## config.mk

```make
export PLATFORM = sky130hd
export DESIGN_NAME = mlfq_qptr
export DESIGN_NICKNAME = d
export VERILOG_FILES = /design/src/rtl/mlfq_pkg.sv /design/src/rtl/mlfq_qptr.sv
export SDC_FILE = /design/constraint.sdc
export NUM_CORES = 1
export LEC_CHECK = 0
export BUFFER_PORTS_ARGS = -buffer_cell sky130_fd_sc_hd__buf_2
export CAP_MARGIN = 20
export CORE_MARGIN = 2
export CORE_UTILIZATION = 50
export CTS_CLUSTER_SIZE = 30
export DETAILED_ROUTE_END_ITERATION = 8
export HOLD_SLACK_MARGIN = 0.06
export PLACE_DENSITY = 0.72
export SLEW_MARGIN = 25
export SYNTH_ARGS = -nofsm -noshare
export SYNTH_HDL_FRONTEND = slang
export SYNTH_SLANG_ARGS = --single-unit
```

## constraint.sdc

```tcl
create_clock -name i_clk -period 4.55 [get_ports i_clk]
set_input_delay 0.2275 -clock i_clk [delete_from_list [all_inputs] [get_ports i_clk]]
set_output_delay 0.2275 -clock i_clk [all_outputs]
set_load 0.01 [all_outputs]
```

## src/rtl/mlfq_pkg.sv

```systemverilog
// Package for the multilevel feedback queue scheduler.
// Holds transaction payload types, command and status codes, and sequencer states.
// No dependencies.
`default_nettype none

package mlfq_pkg;

    localparam int PID_W       = 16;
    localparam int BURST_W     = 16;
    localparam int TIME_W      = 32;
    localparam int LEVEL_OUT_W = 3;
    localparam int QUANTUM_W   = 8;
    localparam int BOOST_W     = 16;
    localparam int CFG_IDX_W   = 1;
    localparam int CFG_DATA_W  = 16;

    localparam logic [QUANTUM_W-1:0] QUANTUM_RESET = 8'd1;
    localparam logic [BOOST_W-1:0]   BOOST_RESET   = 16'd8;

    typedef enum logic {
        CMD_ADD  = 1'b0,
        CMD_TICK = 1'b1
    } t_cmd;

    typedef enum logic [2:0] {
        ST_IDLE      = 3'd0,
        ST_RAN       = 3'd1,
        ST_COMPLETED = 3'd2,
        ST_ADDED     = 3'd3,
        ST_FULL      = 3'd4,
        ST_ALL_DONE  = 3'd5
    } t_status;

    typedef enum logic [CFG_IDX_W-1:0] {
        CFG_QUANTUM        = 1'b0,
        CFG_BOOST_INTERVAL = 1'b1
    } t_cfg_idx;

    typedef enum logic [3:0] {
        S_IDLE,
        S_ADD,
        S_SCAN,
        S_EVAL,
        S_PUSH,
        S_BCHK,
        S_BSCAN,
        S_BMOVE,
        S_DONE
    } t_state;

    typedef struct packed {
        t_cmd                 cmd;
        logic [PID_W-1:0]     new_pid;
        logic [BURST_W-1:0]   new_burst;
        logic [TIME_W-1:0]    new_start;
    } t_in_item;

    typedef struct packed {
        t_status                status;
        logic [PID_W-1:0]       run_pid;
        logic [LEVEL_OUT_W-1:0] run_level;
        logic [TIME_W-1:0]      run_time;
    } t_out_item;

    typedef struct packed {
        logic [PID_W-1:0]   pid;
        logic [BURST_W-1:0] burst;
        logic [TIME_W-1:0]  start;
    } t_task;

    typedef struct packed {
        logic pop;
        logic push;
        logic push0;
        logic add;
        logic retire;
    } t_qcmd;

endpackage

`default_nettype wire

```

## src/rtl/mlfq_qptr.sv

```systemverilog
// Per-level queue pointers: head, tail and count of each level, plus the held total.
// Depends on mlfq_pkg for the update command struct.
`default_nettype none

module mlfq_qptr #(
    parameter int NUM_LEVELS = 5,
    parameter int MAX_TASKS  = 16,
    localparam int LW = $clog2(NUM_LEVELS),
    localparam int IW = $clog2(MAX_TASKS),
    localparam int CW = $clog2(MAX_TASKS + 1)
) (
    input  wire logic            i_clk,
    input  wire logic            i_rst_n,
    input  wire logic [LW-1:0]   i_lvl,
    input  wire mlfq_pkg::t_qcmd i_cmd,
    output logic      [IW-1:0]   o_head,
    output logic      [IW-1:0]   o_tail,
    output logic      [CW-1:0]   o_count,
    output logic      [IW-1:0]   o_tail0,
    output logic      [CW-1:0]   o_total
);

    logic [IW-1:0] r_head  [NUM_LEVELS];
    logic [IW-1:0] r_tail  [NUM_LEVELS];
    logic [CW-1:0] r_count [NUM_LEVELS];
    logic [CW-1:0] r_total;
    logic [IW-1:0] n_head  [NUM_LEVELS];
    logic [IW-1:0] n_tail  [NUM_LEVELS];
    logic [CW-1:0] n_count [NUM_LEVELS];
    logic [CW-1:0] n_total;

    function automatic logic [IW-1:0] wrap_inc(input logic [IW-1:0] x);
        return (x == IW'(MAX_TASKS - 1)) ? '0 : x + 1'b1;
    endfunction

    assign o_head  = r_head[i_lvl];
    assign o_tail  = r_tail[i_lvl];
    assign o_count = r_count[i_lvl];
    assign o_tail0 = r_tail[0];
    assign o_total = r_total;

    always_comb begin
        n_head  = r_head;
        n_tail  = r_tail;
        n_count = r_count;
        n_total = r_total + CW'(i_cmd.add) - CW'(i_cmd.retire);
        if (i_cmd.pop) begin
            n_head[i_lvl] = wrap_inc(r_head[i_lvl]);
        end
        if (i_cmd.push) begin
            n_tail[i_lvl] = wrap_inc(r_tail[i_lvl]);
        end
        n_count[i_lvl] = r_count[i_lvl] + CW'(i_cmd.push) - CW'(i_cmd.pop);
        if (i_cmd.push0) begin
            n_tail[0]  = wrap_inc(r_tail[0]);
            n_count[0] = r_count[0] + 1'b1;
        end
    end

    always_ff @(posedge i_clk) begin
        if (!i_rst_n) begin
            for (int i = 0; i < NUM_LEVELS; i++) begin
                r_head[i]  <= '0;
                r_tail[i]  <= '0;
                r_count[i] <= '0;
            end
            r_total <= '0;
        end else begin
            r_head  <= n_head;
            r_tail  <= n_tail;
            r_count <= n_count;
            r_total <= n_total;
        end
    end

endmodule

`default_nettype wire

```

==> impl_metrics.yaml <==
route:
  drcViolationCount: 0
  drt-initial-drc-count: 203
  viasPerCell: 5.95
  dr.pass1.iters: 5
  routedWlPerCell_um: 16.0
  ant_nets: 0
  vias: 3686
  wl_mm: 9.92
worst_setup_path:
  path_cells: "buf_2 -> nor3b_1 -> nand2_1 -> o21a_1 -> ha_1 -> inv_1 -> ha_1 -> inv_1 -> fa_1 -> nand2b_1 -> a21oi_1 -> a21oi_1 -> o221a_1 -> a41o_1"
  cp-start-kind: "primary input"
  max_stage_delay_ns: 0.54
  critPathMaxFanout: 37
  crit_slowest_cell: "buf_2"
  cp-end-kind: "flop"
  crit_type: "primary input to flop"
  worstPathRequired_ns: 4.79
  crit_family: "compound AO/OA/AOI/OAI gates"
  cp.arrival_ns: 3.29
  path_buf_inv: 3
  reg2reg_depth: 14
  worst-path-stages: 14
layout:
  antenna_cells: 0
  drive_above_1_share: 0.143
  fin_nets: 540
  areaGrowthSynthToFinish_pct: 8.39
floorplanning:
  die_h_um: 93.9
  fp-row-count: 32
  core_mm2: 0.00777
  die-width_um: 93.9
  dieArea_mm2: 0.00882
  start_util: 0.520
  pin_count: 32
place:
  place_ws_ns: 1.20
  portBuffers: 31
  dp_hpwl_mm: 6.98
  place.gp.congestion: 0.868
synth:
  netlist.area_leader.share: 0.347
  syn_area_per_cell_um2: 8.10
  syn_area_mm2: 0.00404
  async_flop_share: 0
  ys_warn_count: 0
  netlist_top_cells_count: "dfxtp_1, nand2_1, a21oi_1"
  synth.yosys.seq_area_share: 0.347
  synth_area_leader_cell: "dfxtp_1"
  ys_types: 67
  synth_edf_count: 0
  ys.flop_type: "dfxtp_1"
  ys_top_cells_by_area: "dfxtp_1, a21oi_1, nand2_1"
  yosys_register_bits: 70
  synthCells: 499
  synth_nets: 525
  synth.most_common_cell: "dfxtp_1"
grt:
  antenna_found_initial: 0
  grt_max_degree: 40
  grt_pass1_vias: 3398
  grt_pass1_wl_mm: 16.5
  grt_use_total: 0.237
  gr-total-overflow: 0
sta:
  rsz0062_at_grt: "false"
  skew_ns: 0.00765
  tightestPinTransition_ns: 0.967
  slew_headroom: 0.353
  hold_violations: 0
  fin_tns_setup_ns: 0
  setup_viol: 0
  slew_violations: 0
  max_freq_mhz: 328
  post-route-min-period_ns: 3.05
  setup_ws_ns: 1.50
  holdWs_ns: 0.209
  fin_crit_sh: 0.671
power:
  peakVddDrop_v: 0.000322
  powerDensity_mw_per_mm2: 345
  p_leak_nw: 1.75
clock_network:
  cts_tree: "yes"
  cts_root_buf: "clkbuf_8"
  clk_pin_slew_worst_paths_ns: 0.07
  postCtsSetupBuffers: 0
  cts.sink_count: 70
  htreeDepth: 3
  cts_buffer_depth: 2
  clock_latency_ns: 0.34
  ctsHoldBuffers: 0
  cts_made_buffers: 9
  cts.repair.resized: 0
min_path:
  worstHoldPathCells: 3
  hp-class: "primary input to flop"
run:
  max_cap_viol_count: 0
status:
  status: "completed"
[registers in the layout, summed over array words and instances, names as in the netlist]
name and cells:
r_head 20, r_tail 16, r_count 25, o_tail0 4, o_total 5
[worst paths after layout]
| kind | from | endpoint | slack, ns |
|---|---|---|---|
| setup / recovery | i_lvl[2] | r_count[24]$_SDFFE_PN0P_ | 1.50 |
| hold / removal | i_cmd[1] | o_total[0]$_SDFF_PN0_ | 0.21 |
| setup reg to reg | r_count[20]$_SDFFE_PN0P_ | r_count[24]$_SDFFE_PN0P_ | 1.60 |
| hold reg to reg | r_head[18]$_SDFFE_PN0P_ | r_head[18]$_SDFFE_PN0P_ | 0.45 |
[cell usage in the layout, fill, tap and decap left out, types with 4 or more instances in the layout]
cell,instances
a211oi_1,5
a21o_1,5
a21oi_1,49
a22oi_1,6
a31o_1,5
a31oi_1,12
and2_1,10
buf_2,31
buf_4,4
clkbuf_8,9
dfxtp_1,70
ha_1,14
inv_1,25
mux2_2,9
mux2i_1,14
nand2_1,64
nand2b_1,5
nand3_1,26
nand3b_1,9
nor2_1,42
nor3_1,5
o21a_1,4
o21ai_0,21
o31ai_1,4
[layout make-up]
| class | instances | area, um^2 |
|---|---|---|
| sequential | 70 | 1400 |
| inverter | 25 | 93.8 |
| tap | 102 | 128 |
| clock inverter | 5 | 75.1 |
| multi-input combinational | 373 | 2370 |
| fill | 741 | 3390 |
| timing repair buffer | 35 | 185 |
| clock buffer | 10 | 128 |
[worst reg2reg max path, delay by kind of cell (launching register included)]
family                     cells  cell delay (ns)
and+or+nand+nor                2             0.26
muxes                          1             0.11
AOI/OAI and AO/OA              6             1.16
adders and majority gates      3             0.80
DFF                            1             0.40
buffers and inverters          2             0.10
[kinds of logic after synthesis]
group	count (synthesis)	share of synthesized area
mux	24	0.0635
buf+inv	56	0.0669
simple gates	188	0.233
flops	70	0.347
compound gates	139	0.224
fa+ha+maj	16	0.0533
xor+xnor	6	0.0130
[metal layers]
metal	routed length (um)	global-route usage	vias to the layer above
li1	-	-	1819
met1	4420	0.308	1736
met2	4760	0.391	113
met3	515	0.0449	18
met4	226	0.0845	0
met5	0	0	-
[per-stage QoR]
stage | cell area (um^2) | cells | util | total power, W
floorplan | 4040 | 499 | - | 0.000921
global placement | 4180 | 605 | 0.538 | 0.000983
detailed placement | 4180 | 605 | 0.538 | 0.000996
CTS | 4380 | 620 | 0.564 | 0.00152
global route | 4380 | 620 | 0.564 | 0.00159
finish | 4380 | 620 | 0.564 | 0.00151
[where the power goes]
group          internal, W  switching (W)
Clock             0.000303       0.000225
Combinational     0.000128       0.000181
Sequential        0.000648      0.0000249
No activity file was read; power rests on OpenSTA's default activity.
